**src/two_rotor_enigma_cipher_top_assert.svh**
```systemverilog
// Assertion macros for the two-rotor cipher top level.
// Depends on nothing; the including module supplies i_clk and i_rst_n.
`ifndef TWO_ROTOR_ENIGMA_CIPHER_TOP_ASSERT_SVH
`define TWO_ROTOR_ENIGMA_CIPHER_TOP_ASSERT_SVH

`ifndef NO_ASSERTIONS
// Same-cycle implication, checked out of reset.
`define TEC_ASSERT_NOW(label, ante, cons, msg) \
    label: assert property (@(posedge i_clk) disable iff (!i_rst_n) (ante) |-> (cons)) \
        else $error(msg);
// Next-cycle implication, checked out of reset.
`define TEC_ASSERT_NEXT(label, ante, cons, msg) \
    label: assert property (@(posedge i_clk) disable iff (!i_rst_n) (ante) |=> (cons)) \
        else $error(msg);
`else
`define TEC_ASSERT_NOW(label, ante, cons, msg)
`define TEC_ASSERT_NEXT(label, ante, cons, msg)
`endif

`endif

```
**src/tre_pkg.sv**
```systemverilog
// Shared constants, codes, stage payload type and mod-N helpers for the cipher.
// Used by the top level; depends on nothing.
`timescale 1ns / 1ps
`default_nettype none

package tre_pkg;

    localparam int ALPHABET_SIZE = 26;
    localparam int LW            = 5;                       // letter field width
    localparam int IDX_W         = $clog2(ALPHABET_SIZE);   // table address width

    localparam logic [LW:0] N_W         = (LW + 1)'(ALPHABET_SIZE);
    localparam logic [LW-1:0] N_LAST    = LW'(ALPHABET_SIZE - 1);
    localparam logic [7:0]  LETTER_BASE = 8'h61;

    localparam logic       CMD_LOAD   = 1'b0;
    localparam logic       CMD_CIPHER = 1'b1;

    localparam logic [1:0] SEL_ROTOR1 = 2'd0;
    localparam logic [1:0] SEL_ROTOR2 = 2'd1;
    localparam logic [1:0] SEL_REFL   = 2'd2;

    typedef struct packed {
        logic          ld;     // accepted wiring write
        logic          ltr;    // cipher item carrying a letter
        logic [1:0]    sel;
        logic [LW-1:0] idx;
        logic [LW-1:0] val;
        logic [7:0]    chr;
        logic [LW-1:0] p1;
        logic [LW-1:0] p2;
        logic [LW-1:0] d21;    // (p2 - p1) mod N
        logic [LW-1:0] d12;    // (p1 - p2) mod N
    } t_stage;

    // Operands below N.
    function automatic logic [LW-1:0] add_mod(input logic [LW-1:0] a, input logic [LW-1:0] b);
        logic [LW:0] s;
        s = {1'b0, a} + {1'b0, b};
        if (s >= N_W) begin
            s = s - N_W;
        end
        return s[LW-1:0];
    endfunction

    function automatic logic [LW-1:0] sub_mod(input logic [LW-1:0] a, input logic [LW-1:0] b);
        logic [LW:0] s;
        s = {1'b0, a} - {1'b0, b};
        if (a < b) begin
            s = s + N_W;
        end
        return s[LW-1:0];
    endfunction

endpackage

`default_nettype wire

```
**src/tre_ram.sv**
```systemverilog
// Generic single-write, single-read synchronous RAM with registered read data.
// Depends on nothing.
`timescale 1ns / 1ps
`default_nettype none

module tre_ram #(
    parameter int DEPTH = 26,
    parameter int WIDTH = 5
) (
    input  wire logic                     i_clk,
    input  wire logic                     i_we,
    input  wire logic [$clog2(DEPTH)-1:0] i_waddr,
    input  wire logic [WIDTH-1:0]         i_wdata,
    input  wire logic                     i_re,
    input  wire logic [$clog2(DEPTH)-1:0] i_raddr,
    output logic      [WIDTH-1:0]         o_rdata
);

    logic [WIDTH-1:0] r_mem [0:DEPTH-1];

    always_ff @(posedge i_clk) begin
        if (i_we) begin
            r_mem[i_waddr] <= i_wdata;
        end
    end

    always_ff @(posedge i_clk) begin
        if (i_re) begin
            o_rdata <= r_mem[i_raddr];
        end
    end

endmodule

`default_nettype wire

```
**src/two_rotor_enigma_cipher_top.sv**
```systemverilog
// Two-rotor substitution cipher: loadable wiring in five small RAMs, one per table lookup.
// Depends on tre_pkg, tre_ram and two_rotor_enigma_cipher_top_assert.svh.
//
//   channel | direction | handshake                   | payload
//   --------+-----------+-----------------------------+----------------------------------
//   in      | sink      | i_in_valid / o_in_ready     | cmd, table_sel, entry_index,
//           |           |                             | entry_value, char_in
//   out     | source    | o_out_valid / i_out_ready   | char_out (one beat per cipher item)
//
// One beat per cycle in unless the output stalls; stages r_stg[0..4] feed r_out_valid. The
// chain of five table lookups sets the depth: each table is one RAM read once per
// beat in its own stage, and a wiring write lands in the stage that reads that table.
// Reset clears the stage valid bits, the output valid bit and both rotor positions;
// wiring RAMs are not cleared. While the output register holds an untaken beat,
// the whole pipeline and the input hold.
`timescale 1ns / 1ps
`default_nettype none

`include "two_rotor_enigma_cipher_top_assert.svh"

module two_rotor_enigma_cipher_top (
    input  wire logic       i_clk,
    input  wire logic       i_rst_n,
    input  wire logic       i_in_valid,
    output logic            o_in_ready,
    input  wire logic       i_cmd,
    input  wire logic [1:0] i_table_sel,
    input  wire logic [4:0] i_entry_index,
    input  wire logic [4:0] i_entry_value,
    input  wire logic [7:0] i_char_in,
    output logic            o_out_valid,
    input  wire logic       i_out_ready,
    output logic [7:0]      o_char_out
);

    localparam int LW    = tre_pkg::LW;
    localparam int IDX_W = tre_pkg::IDX_W;
    localparam int NSTG  = 5;

    logic w_en;
    logic w_acc;
    logic w_in_ld;
    logic w_in_ltr;
    logic w_in_vld;
    logic [7:0] w_diff;
    logic [LW-1:0] w_x0;

    logic [LW-1:0] r_pos1;
    logic [LW-1:0] r_pos2;
    logic [LW-1:0] n_pos1;
    logic [LW-1:0] n_pos2;

    logic [NSTG-1:0]   r_vld;
    tre_pkg::t_stage   r_stg [0:NSTG-1];
    tre_pkg::t_stage   n_stg;

    logic              r_out_valid;
    logic [7:0]        r_out_char;
    logic [LW-1:0]     w_x5;

    logic [NSTG-1:0]   w_we;
    logic [LW-1:0]     w_waddr [0:NSTG-1];
    logic [LW-1:0]     w_wdata [0:NSTG-1];
    logic [LW-1:0]     w_raddr [0:NSTG-1];
    logic [LW-1:0]     w_rdata [0:NSTG-1];

    // Whole pipeline advances unless a finished beat waits at the output.
    assign w_en       = !r_out_valid || i_out_ready;
    assign o_in_ready = w_en;
    assign w_acc      = i_in_valid && w_en;

    assign w_diff   = i_char_in - tre_pkg::LETTER_BASE;
    assign w_in_ltr = (i_cmd == tre_pkg::CMD_CIPHER) && (i_char_in >= tre_pkg::LETTER_BASE)
                      && (w_diff < 8'(tre_pkg::ALPHABET_SIZE));
    assign w_x0     = w_in_ltr ? w_diff[LW-1:0] : '0;
    assign w_in_ld  = (i_cmd == tre_pkg::CMD_LOAD)
                      && ((i_table_sel == tre_pkg::SEL_ROTOR1)
                          || (i_table_sel == tre_pkg::SEL_ROTOR2)
                          || (i_table_sel == tre_pkg::SEL_REFL))
                      && ({1'b0, i_entry_index} < tre_pkg::N_W)
                      && ({1'b0, i_entry_value} < tre_pkg::N_W);
    // Loads that are out of range drop here and never enter the pipeline.
    assign w_in_vld = (i_cmd == tre_pkg::CMD_CIPHER) || w_in_ld;

    always_comb begin
        n_stg.ld  = w_in_ld;
        n_stg.ltr = w_in_ltr;
        n_stg.sel = i_table_sel;
        n_stg.idx = i_entry_index;
        n_stg.val = i_entry_value;
        n_stg.chr = i_char_in;
        n_stg.p1  = r_pos1;
        n_stg.p2  = r_pos2;
        n_stg.d21 = tre_pkg::sub_mod(r_pos2, r_pos1);
        n_stg.d12 = tre_pkg::sub_mod(r_pos1, r_pos2);
    end

    // Step rotor one per letter, rotor two on the wrap; a write clears both.
    always_comb begin
        n_pos1 = r_pos1;
        n_pos2 = r_pos2;
        if (w_acc && w_in_ld) begin
            n_pos1 = '0;
            n_pos2 = '0;
        end else if (w_acc && w_in_ltr) begin
            if (r_pos1 == tre_pkg::N_LAST) begin
                n_pos1 = '0;
                n_pos2 = (r_pos2 == tre_pkg::N_LAST) ? '0 : r_pos2 + 1'b1;
            end else begin
                n_pos1 = r_pos1 + 1'b1;
            end
        end
    end

    always_ff @(posedge i_clk) begin
        if (!i_rst_n) begin
            r_pos1      <= '0;
            r_pos2      <= '0;
            r_vld       <= '0;
            r_out_valid <= 1'b0;
        end else begin
            r_pos1 <= n_pos1;
            r_pos2 <= n_pos2;
            if (w_en) begin
                r_vld       <= {r_vld[NSTG-2:0], w_acc && w_in_vld};
                r_out_valid <= r_vld[NSTG-1] && !r_stg[NSTG-1].ld;
            end
        end
    end

    always_ff @(posedge i_clk) begin
        if (w_en) begin
            r_stg[0] <= n_stg;
            for (int k = 1; k < NSTG; k++) begin
                r_stg[k] <= r_stg[k-1];
            end
            r_out_char <= r_stg[NSTG-1].ltr ? (8'(w_x5) + tre_pkg::LETTER_BASE)
                                            : r_stg[NSTG-1].chr;
        end
    end

    // Read addresses: table k is read by the beat entering r_stg[k]; its data comes
    // back with that beat in r_stg[k].
    assign w_raddr[0] = tre_pkg::add_mod(w_x0, r_pos1);
    assign w_raddr[1] = tre_pkg::add_mod(w_rdata[0], r_stg[0].d21);
    assign w_raddr[2] = tre_pkg::sub_mod(w_rdata[1], r_stg[1].p2);
    assign w_raddr[3] = tre_pkg::add_mod(w_rdata[2], r_stg[2].p2);
    assign w_raddr[4] = tre_pkg::add_mod(w_rdata[3], r_stg[3].d12);
    assign w_x5       = tre_pkg::sub_mod(w_rdata[4], r_stg[4].p1);

    // Each table is written in the stage that reads it, so every beat sees the
    // writes of earlier beats only. A stage holds one beat, so a read and a write
    // that meet at a table in the same cycle come from the same beat.
    assign w_we[0]    = w_acc && w_in_ld && (i_table_sel == tre_pkg::SEL_ROTOR1);
    assign w_waddr[0] = i_entry_index;
    assign w_wdata[0] = i_entry_value;

    assign w_we[1]    = w_en && r_vld[0] && r_stg[0].ld && (r_stg[0].sel == tre_pkg::SEL_ROTOR2);
    assign w_waddr[1] = r_stg[0].idx;
    assign w_wdata[1] = r_stg[0].val;

    assign w_we[2]    = w_en && r_vld[1] && r_stg[1].ld && (r_stg[1].sel == tre_pkg::SEL_REFL);
    assign w_waddr[2] = r_stg[1].idx;
    assign w_wdata[2] = r_stg[1].val;

    // Inverse maps: address by value, store the index.
    assign w_we[3]    = w_en && r_vld[2] && r_stg[2].ld && (r_stg[2].sel == tre_pkg::SEL_ROTOR2);
    assign w_waddr[3] = r_stg[2].val;
    assign w_wdata[3] = r_stg[2].idx;

    assign w_we[4]    = w_en && r_vld[3] && r_stg[3].ld && (r_stg[3].sel == tre_pkg::SEL_ROTOR1);
    assign w_waddr[4] = r_stg[3].val;
    assign w_wdata[4] = r_stg[3].idx;

    for (genvar g = 0; g < NSTG; g++) begin : g_tbl
        tre_ram #(
            .DEPTH (tre_pkg::ALPHABET_SIZE),
            .WIDTH (LW)
        ) u_tbl (
            .i_clk   (i_clk),
            .i_we    (w_we[g]),
            .i_waddr (w_waddr[g][IDX_W-1:0]),
            .i_wdata (w_wdata[g]),
            .i_re    (w_en),
            .i_raddr (w_raddr[g][IDX_W-1:0]),
            .o_rdata (w_rdata[g])
        );
    end

    assign o_out_valid = r_out_valid;
    assign o_char_out  = r_out_char;

    `TEC_ASSERT_NEXT(a_load_clears_pos, w_acc && w_in_ld, (r_pos1 == '0) && (r_pos2 == '0), "accepted wiring write did not clear rotor positions")
    `TEC_ASSERT_NEXT(a_pos2_steps_on_wrap, w_acc && !w_in_ld && (r_pos1 != tre_pkg::N_LAST), $stable(r_pos2), "rotor two moved without rotor one wrapping")
    `TEC_ASSERT_NEXT(a_stall_holds_pipe, !w_en, $stable(r_vld) && $stable(r_pos1) && $stable(r_pos2), "pipeline moved during an output stall")
    `TEC_ASSERT_NOW(a_refl_not_inverse, r_vld[2] && r_stg[2].ld && (r_stg[2].sel == tre_pkg::SEL_REFL), !w_we[3], "reflector write reached the inverse stage")

endmodule

`default_nettype wire

```
**config.mk**
```make
export PLATFORM = sky130hd
export DESIGN_NAME = two_rotor_enigma_cipher_top
export DESIGN_NICKNAME = d
export VERILOG_FILES = /design/src/tre_pkg.sv /design/src/tre_ram.sv /design/src/two_rotor_enigma_cipher_top.sv
export VERILOG_INCLUDE_DIRS = /design/src /design/src/src
export SDC_FILE = /design/constraint.sdc
export NUM_CORES = 1
export LEC_CHECK = 0
export ABC_AREA = 1
export BUFFER_PORTS_ARGS = -buffer_cell sky130_fd_sc_hd__buf_2
export CORE_MARGIN = 1
export CORE_UTILIZATION = 50
export CTS_BUF_LIST = sky130_fd_sc_hd__clkbuf_4 sky130_fd_sc_hd__clkbuf_8 sky130_fd_sc_hd__clkbuf_16
export DETAILED_ROUTE_END_ITERATION = 10
export GPL_TIMING_DRIVEN = 0
export HOLD_SLACK_MARGIN = 0.03
export PLACE_DENSITY_LB_ADDON = 0.2
export SLEW_MARGIN = 20
export SYNTH_ARGS = -nofsm -noshare
export SYNTH_HDL_FRONTEND = slang
export SYNTH_SLANG_ARGS = --single-unit
```
**constraint.sdc**
```tcl
create_clock -name i_clk -period 9.9 [get_ports i_clk]
set_input_delay 1.485 -clock i_clk [delete_from_list [all_inputs] [get_ports i_clk]]
set_output_delay 1.485 -clock i_clk [all_outputs]
set_load 0.02 [all_outputs]
```
# Word level (Yosys, flattened, before mapping)
# Memory sizes are Yosys's and may differ from the RTL's. A register that Yosys moved wholly into a read port is not among the register bits.
# Cells that the tools add are included.
[classes] n_eq_ne=7 add_sub_neg=20 n_lt_le_gt_ge=12 reduce_logical=33 mux=24 n_bitwise=2
[ops] operator="$mux W5" count=11
[ops] operator="$add A5 B5 Y6" count=4
[ops] operator="$ge A6 B5 Y1 const B" count=4
[ops] operator="$logic_and A1 B1 Y1" count=23
[ops] operator="$add A5 B5 Y5 const B" count=4
[ops] operator="$lt A5 B5 Y1" count=4
[ops] operator="$sub A5 B5 Y5" count=4
[ops] operator="$sub A5 B5 Y5 const B" count=4
[ops] operator="$mux W1" count=12
[ops] operator="$add A5 B1 Y5 const B" count=2
[ops] operator="$eq A5 B5 Y1 const B" count=2
[ops] operator="$lt A5 B5 Y1 const B" count=2
[ops] operator="$add A5 B7 Y8 const B" count=1
[ops] operator="$ge A8 B7 Y1 const B" count=1
[ops] operator="$lt A8 B5 Y1 const B" count=1
[ops] operator="$mux W8" count=1
[ops] operator="$sub A8 B7 Y8 const B" count=1
[ops] operator="$eq A2 B1 Y1 const B" count=3
[ops] operator="$eq A2 B2 Y1 const B" count=2
[ops] operator="$logic_not A2 Y1" count=2
[ops] operator="$logic_or A1 B1 Y1" count=4
[ops] operator="$logic_not A1 Y1" count=2
[ops] operator="$not A1 Y1" count=2
[ops] operator="$reduce_and A2 Y1" count=1
[ops] operator="$reduce_or A2 Y1" count=1
[word_totals] elab_cells=109 reg_bits=24 ram_bits=860 memories=6 out_inout_bits=10 in_bits=25
[mem_list] name="r_stg" words=5 word_bits=42 rd=5 rd_ports_with_merged_regs=0 write_ports=5 line_no="two_rotor_enigma_cipher_top.sv:54" text="tre_pkg::t_stage r_stg [0:NSTG-1];"
[mem_list] name="g_tbl[0].u_tbl.r_mem" words=26 word_bits=5 rd=1 rd_ports_with_merged_regs=1 write_ports=1 line_no="tre_ram.sv:19" text="logic [WIDTH-1:0] r_mem [0:DEPTH-1];"
[mem_list] name="g_tbl[1].u_tbl.r_mem" words=26 word_bits=5 rd=1 rd_ports_with_merged_regs=1 write_ports=1 line_no="tre_ram.sv:19"
[mem_list] name="g_tbl[2].u_tbl.r_mem" words=26 word_bits=5 rd=1 rd_ports_with_merged_regs=1 write_ports=1 line_no="tre_ram.sv:19"
[mem_list] name="g_tbl[3].u_tbl.r_mem" words=26 word_bits=5 rd=1 rd_ports_with_merged_regs=1 write_ports=1 line_no="tre_ram.sv:19"
[mem_list] name="g_tbl[4].u_tbl.r_mem" words=26 word_bits=5 rd=1 rd_ports_with_merged_regs=1 write_ports=1 line_no="tre_ram.sv:19"

# Logic depth before layout (Yosys ltp)
# Gate-level depths: netlist of the first run.
[logic_depth] depth_word=10 mapped_depth=28

# Cells and area by module
# From an unflattened synthesis of the first run, not the netlist that was laid out.
[hier_totals] hier_cells=3259 area_unflattened_um2=36991.7
[modules_own_cells] mod="tre_ram" area_each_um2=5713.0 seq_area_each_um2=4053.9 cells_per_inst=516 instances=5
[modules_own_cells] mod="two_rotor_enigma_cipher_top" area_each_um2=8426.8 seq_area_each_um2=5425.2 cells_per_inst=679 instances=1

# Least setup slack after synthesis of the first run
# No wires, ideal clock.
[synth_path] path_type="in2reg" startpoint="in i_out_ready" endpoint="reg g_tbl[0].u_tbl.o_rdata[0] (read register of g_tbl[0].u_tbl.r_mem) (enable)" setup_slack_ps=2513 setup_time_ps=1806 arrival_time_ps=5581 cell_stages=2 path_buffers=0 t_required_ps=8094 path_cell_list="nor2_1 clkinv_1"
[synth_between] elab_chain_cells=1
[synth_rtl] element="start: declaration" line_no="two_rotor_enigma_cipher_top.sv:32" text="input wire logic i_out_ready,"
[synth_rtl] element="$logic_or A1 B1 Y1" line_no="two_rotor_enigma_cipher_top.sv:68" text="assign w_en = !r_out_valid || i_out_ready;"
[synth_rtl] element="via o_in_ready" line_no="two_rotor_enigma_cipher_top.sv:25" text="output logic o_in_ready,"
[synth_rtl] element="end: declaration" line_no="tre_ram.sv:16" text="output logic [WIDTH-1:0] o_rdata"
# The timed path passes the listed nets, and every way through them passes these cells.
# A chain may end at the register's enable or synchronous reset.

# Final worst setup path of the first run
[layout_path] startpoint="in i_out_ready" endpoint="out o_in_ready"
[layout_between] elab_chain_cells=1
[layout_rtl] element="$logic_or A1 B1 Y1" line_no="two_rotor_enigma_cipher_top.sv:68"
[layout_rtl] element="end: declaration" line_no="two_rotor_enigma_cipher_top.sv:25"
# No other way between the ends.

==> flow_summary.yaml, run 1 <==
run_status:
  status: "completed"
cells_and_area:
  nets: 2999
  fillers: 5687
  design_area_sq_um: 40600
  area_growth_pct: 12.1
  layout-drive-gt1-share_pct: 8.75
  diodes: 0
critical_path:
  r2r_slack_ns: 6.02
  crit_path_cell_trace: "buf_2 -> nor2_1 -> clkinv_4 -> buf_16 -> buf_16 -> buf_2"
  critPathKind: "in2out"
  ff2ff_path_depth: 8
  startpoint: "i_out_ready"
  crit_fanout: 90
  endpoint_kind: "primary output"
  crit_path_top_delay_cell: "nor2_1"
  r2r_end: "g_tbl[4].u_tbl.r_mem[17][3]$_DFFE_PP_"
  worstPathRequired_ns: 8.42
  timing.rr.start: "o_out_valid$_SDFFE_PN0N_"
  slowest_delay_ns: 0.67
  arrival_ns: 3.94
  crit_end: "o_in_ready"
  critPathLaunchType: "input pin"
synthesis:
  synth_common_cells: "edfxtp_1 (845), nand3_1 (415), nor2_1 (384)"
  synthTopCellsByArea: "edfxtp_1 (70%), mux2i_1 (5.8%), nand3_1 (5.7%), nor2_1 (4.0%), nand2_1 (3.4%)"
  synth_nets: 2871
  ys_seq_area_share_pct: 71.0
  yosysMostFrequentCell: "edfxtp_1"
  ys_types: 39
  avgSynthCellArea_sq_um: 13.0
  ys.warnings.count: 0
  synth_top_area_share_pct: 70.2
  synth_edf_count: 845
  async_reset_ff_share_pct: 0
  netlist_instances: 2784
  synth.cell_area_sq_um: 36200
  synth_flop_cell: "edfxtp_1"
  synth-seq-cells: 861
  synth_top_area_cell: "edfxtp_1"
sta:
  rsz0062_at_grt: "no"
  tightest_slew_ns: 1.10
  hold_viol: 0
  drv_slew: 0
  max_clock_freq_mhz: 184
  period_share_pct: 54.8
  finClkSkew_ns: 0.0265
  slew_headroom_pct: 26.7
  setup_violations: 0
  layout_min_cycle_time_ns: 5.42
  whs_ns: 0.415
global_route:
  grt_antenna_before_repair: 1
  grt_pass1_wl_um: 117000
  grt_pass1_vias: 21500
  grt_max_degree: 91
  grt_usage_pct: 20.5
  grt-ovfl-total: 0
route:
  wl_per_cell_um: 19.2
  via_count: 21800
  drt-initial-drc-count: 1892
  antenna_left: 0
  vias_per_cell: 5.54
  wirelength_um: 75400
  drc_errors: 0
  first_pass_iters: 5
clock_network:
  clockBufferDepth: 3
  post_cts.repair.setup_buffers: 0
  worstSkewPairLatency_ns: 0.64
  h-tree-depth: 3
  clock-sinks: 861
  clk_pin_slew_ns: 0.06
  cts_resized: 0
  hold_buffers: 0
  root_buffer: "clkbuf_16"
  cts_tree: "built"
  cts_buffers: 88
pwr:
  ir_drop_v: 0.000158
  p_leak_nw: 14.8
  pwr_density_cell_nw_per_um2: 264
placement:
  gp_congestion: 0.864
  post-dp-hpwl_um: 49900
  placed_area_sq_um: 37600
  portBuffers: 34
job:
  cap_violations: 0
floorplanning:
  rows: 98
  core-area_sq_um: 71500
  die_x_um: 271
  design.die.area_sq_um: 73400
  io_pins: 35
  die_h_um: 271
  initial_core_util_pct: 50.6
hold_path:
  hp-class: "reg2reg"
==> placed cells by master (no fill, tap or decap), drive strengths merged, types with 7 or more instances in the layout <==
master	n
clkinvlp	7
o21ai	126
fa	8
a21oi	65
edfxtp	845
xnor2	15
clkbuf	159
bufinv	8
ha	54
inv	122
buf	78
nand2	343
nor2	388
mux2i	211
clkinv	40
nand4	23
dfxtp	16
xor2	23
nand3	420
==> power breakdown <==
part           internal (mW)  total (mW)  leakage, nW  switching, mW
Combinational           1.02        3.19         5.19           2.16
Sequential              4.14        4.22         8.16         0.0777
Clock                   1.93        3.29         1.43           1.36
Total                   7.10        10.7         14.8           3.60
==> cells by family after synthesis <==
family	share of synthesized area, %
buffers and inverters	2.43
flip-flops	71.0
adder cells (fa/ha/maj)	2.31
XOR/XNOR	1.00
multiplexers	5.84
AND/OR/NAND/NOR	14.3
AO/OA/AOI/OAI	3.05
==> critical path, delay by kind of cell <==
| family | cells | cell delay [ns] |
|---|---|---|
| AND/OR/NAND/NOR | 1 | 0.67 |
| buffers and inverters | 5 | 1.67 |
==> per-layer routing <==
layer,routed length (um),up-vias,part of all wire (%),global-route usage (%)
met1,32400,10600,43,27.8
met5,9,-,0.012,0
met4,1730,2,2.3,7.09
met3,4820,127,6.4,3.31
li1,-,10300,-,-
met2,36500,728,48,33.7
==> area by class of cell <==
type | instances | area, sq um | area share, %
clock inverters | 50 | 518 | 1.28
well taps | 950 | 1190 | 2.93
multi-input cells | 1708 | 9590 | 23.7
flip-flops and latches | 861 | 25700 | 63.4
inverters | 127 | 482 | 1.19
plain buffers | 88 | 402 | 0.990
clock buffers | 111 | 2400 | 5.91
repair buffers | 38 | 280 | 0.691
==> how the worst min path moves through the flow <==
stage | start | endpoint | slack [ns] | depth (start not counted)
global placement | r_stg[0][64]$_DFFE_PN_ | r_stg[0][106]$_DFFE_PN_ | 0.40 | 0
detailed placement | r_stg[0][124]$_DFFE_PN_ | r_stg[0][166]$_DFFE_PN_ | 0.40 | 0
global route | r_stg[0][142]$_DFFE_PN_ | r_stg[0][184]$_DFFE_PN_ | 0.42 | 0
finish | r_stg[0][149]$_DFFE_PN_ | r_stg[0][191]$_DFFE_PN_ | 0.41 | 0
CTS | r_stg[0][111]$_DFFE_PN_ | r_stg[0][153]$_DFFE_PN_ | 0.42 | 0
floorplan | r_stg[0][58]$_DFFE_PN_ | r_stg[0][100]$_DFFE_PN_ | 0.40 | 0
==> stage by stage <==
stage / worst slack [ns] / cells / util, % / power (mW) / setup TNS [ns]
finish: 4.48 / 3933 / 56.7 / 10.7 / 0
global route: 4.36 / 3933 / 56.7 / 11.2 / 0
CTS: 4.57 / 3931 / 56.7 / 10.7 / 0
detailed placement: 4.33 / 3770 / 52.6 / 7.42 / 0
floorplan: 2.51 / 2784 / - / 6.45 / 0
global placement: -0.552 / 3768 / 52.5 / 7.35 / -0.552
==> sequential cells by signal, indices dropped and copies added (netlist names) <==
| name | count |
|---|---|
| r_stg | 162 |
| o_out_valid | 1 |
| r_vld | 5 |
| o_char_out | 8 |
| g_tbl.u_tbl.o_rdata | 25 |
| g_tbl.u_tbl.r_mem | 650 |
| r_pos2 | 5 |
| r_pos1 | 5 |
No activity file was read; power rests on OpenSTA's default activity.
==> inputs of run 2 (changes only) <==
Settings changed: ABC_AREA 1 to 0.
Clock period 9.9 ns to 4.4 ns, I/O delays scaled along.
==> run 2 against run 1 <==
Clock power increased by 120%; largest cell class unchanged; design area increased by 0.18%; highest routed layer unchanged; sequential share of layout area decreased by 0.11 points; sequential power increased by 120%.
==> flow_summary.yaml, run 2 <==
synthesis:
  yosysMostFrequentCell: "edfxtp_1"
  synth_flop_cell: "edfxtp_1"
  ys.warnings.count: 0
  ys_types: 77
  avgSynthCellArea_sq_um: 17.1
  synth_nets: 2198
  synth_top_area_share_pct: 70.5
  synth.cell_area_sq_um: 36000
  ys_seq_area_share_pct: 71.4
  synth_edf_count: 845
  async_reset_ff_share_pct: 0
  synthTopCellsByArea: "edfxtp_1 (70%), mux2i_1 (5.7%), mux4_2 (5.5%), nor2_1 (2.1%), ha_1 (1.9%)"
  netlist_instances: 2111
  synth_top_area_cell: "edfxtp_1"
  synth-seq-cells: 861
  synth_common_cells: "edfxtp_1 (845), mux2i_1 (205), nor2_1 (202)"
critical_path:
  ff2ff_path_depth: 12
  critPathLaunchType: "input pin"
  startpoint: "i_char_in[1]"
  arrival_ns: 4.70
  timing.rr.start: "r_stg[0][126]$_DFFE_PN_"
  critPathKind: "in2reg"
  crit_end: "g_tbl[0].u_tbl.o_rdata[4]$_DFFE_PN_"
  r2r_end: "g_tbl[4].u_tbl.o_rdata[2]$_DFFE_PN_"
  r2r_slack_ns: 0.18
  endpoint_kind: "flop"
  crit_fanout: 10
  worstPathRequired_ns: 4.85
sta:
  whs_ns: 0.226
  max_clock_freq_mhz: 235
  layout_min_cycle_time_ns: 4.25
  slew_headroom_pct: 30.4
  period_share_pct: 96.6
  rsz0062_at_grt: "yes"
  fin_setup_tns_ns: 0
  tightest_slew_ns: 1.04
  hold_viol: 0
  drv_slew: 0
  finClkSkew_ns: 0.0359
  setup_violations: 0
pwr:
  p_switching_mw: 7.03
  p_clk_share_pct: 31.2
  ir_drop_v: 0.000510
  p_leak_nw: 13.9
  power_frac_seq_pct: 40.0
  pwr_density_cell_nw_per_um2: 583
  p_int_mw: 16.7
  p_comb_share_pct: 28.9
  switching_share_pct: 29.7
floorplanning:
  rows: 98
  design.die.area_sq_um: 73100
  core-area_sq_um: 71400
  die_x_um: 270
  die_h_um: 270
  initial_core_util_pct: 50.4
  io_pins: 35
route:
  vias_per_cell: 5.76
  first_pass_iters: 5
  via_count: 18800
  wirelength_um: 71800
  wl_per_cell_um: 22.0
  drt-initial-drc-count: 1471
  antenna_left: 0
  drc_errors: 0
run_status:
  status: "completed"
cells_and_area:
  nets: 2328
  top_register: "g_tbl.u_tbl.r_mem"
  diodes: 0
  largestRegisters: "g_tbl.u_tbl.r_mem (650), r_stg (162), g_tbl.u_tbl.o_rdata (25)"
  layout.cells.non_filler: 3262
  area_growth_pct: 12.9
  layout_common_cells: "edfxtp_1 (845), mux2i_1 (204), nor2_1 (199), nand2_1 (94), clkbuf_16 (89)"
  layout-drive-gt1-share_pct: 17.8
  layout_commonest_cell: "edfxtp_1"
  largest_reg_flops: 650
global_route:
  grt_pass1_wl_um: 111000
  grt_pass1_vias: 19200
  grt_usage_pct: 19.7
  grt_max_degree: 121
  grt-ovfl-total: 0
  grt_antenna_before_repair: 1
clock_network:
  cts_buffers: 87
  clock-sinks: 861
  worstSkewPairLatency_ns: 0.63
  root_buffer: "clkbuf_16"
  h-tree-depth: 3
  cts_tree: "built"
  clockBufferDepth: 3
  hold_buffers: 0
  clk_pin_slew_ns: 0.06
placement:
  gp_congestion: 0.866
  post-dp-hpwl_um: 47800
  dp_cells: 3096
  portBuffers: 34
hold_path:
  whs_path_depth: 1
  hp-class: "in2reg"
job:
  cap_violations: 0
[run 2: worst max-delay path, stage by stage]
cell and delay [ns]:
buf_8 0.11, inv_4 0.05, ha_4 0.20, nor2_2 0.09
mux2i_1 0.07, o31a_1 0.31, o221ai_4 0.22, nor2_1 0.09
ha_2 0.20, fa_2 0.62, inv_1 0.12, a211oi_4 0.33
a211oi_4 0.15, o21bai_4 0.16, buf_6 0.16, buf_6 0.18
buf_4 0.20, nor2_2 0.08, a22oi_1 0.31, nand4_1 0.20
o211ai_1 0.17
[run 2: per-layer routing]
metal	GRT usage [%]	wire length [um]
met1	26.4	30600
met2	33.1	35900
met3	2.91	3440
met4	6.72	1800
met5	0	8
[run 2: cells by family (layout without fill, tap and decap cells)]
group,Yosys count,count (layout),share of synthesized area (%)
and+or+nand+nor,466,466,6.02
DFF,861,861,71.4
AOI/OAI and AO/OA,227,227,4.89
buffers and inverters,121,322,1.80
adders and majority gates,62,62,2.32
muxes,330,330,12.5
xor gates and xnor gates,44,44,1.07
[run 2: metrics by stage]
step	cell area [sq um]	util, %	power (mW)	worst slack (ns)
after detailed placement	37500	52.5	16.4	-0.769
after global placement	37400	52.4	16.3	-1.86
after CTS	40400	56.6	23.8	0.0358
after floorplan	36100	-	14.6	0.00476
final	40600	56.9	23.7	0.149
after global routing	40600	56.9	24.6	-0.0257
[run 2: how the worst min path moves through the flow]
stage,end,startpoint
3_5_place_dp,r_stg[0][102]$_DFFE_PN_,r_stg[0][60]$_DFFE_PN_
6_report,r_stg[0][21]$_DFFE_PN_,i_char_in[1]
2_1_floorplan,r_stg[0][100]$_DFFE_PN_,r_stg[0][58]$_DFFE_PN_
5_1_grt,r_stg[0][21]$_DFFE_PN_,i_char_in[1]
3_3_place_gp,r_stg[0][107]$_DFFE_PN_,r_stg[0][65]$_DFFE_PN_
4_1_cts,r_stg[0][26]$_DFFE_PN_,i_char_in[6]
[run 2: power by group through the flow]
stage / sequential (mW) / combinational [mW] / clock (mW)
floorplan: 9.57 / 4.99 / 0
global placement: 9.64 / 6.68 / 0
detailed placement: 9.65 / 6.78 / 0
CTS: 9.48 / 6.83 / 7.53
global route: 9.50 / 7.33 / 7.82
finish: 9.47 / 6.84 / 7.39
[run 2: what timing repair did]
action                     in CTS  in global routing
gates cloned                    0                  1
gates resized for setup         8                 36
pin swaps                       1                 18
setup buffers                   1                  8
setup endpoints to repair      10                 12
[run 2: layout make-up]
| cell class | instances | area [sq um] |
|---|---|---|
| plain buffers | 66 | 463 |
| clock buffers | 107 | 2340 |
| clock inverters | 53 | 557 |
| fillers | 5454 | 30700 |
| inverters | 51 | 213 |
| multi-input cells | 1129 | 9860 |
| flip-flops and latches | 861 | 25700 |
| well taps | 950 | 1190 |
| repair buffers | 45 | 307 |
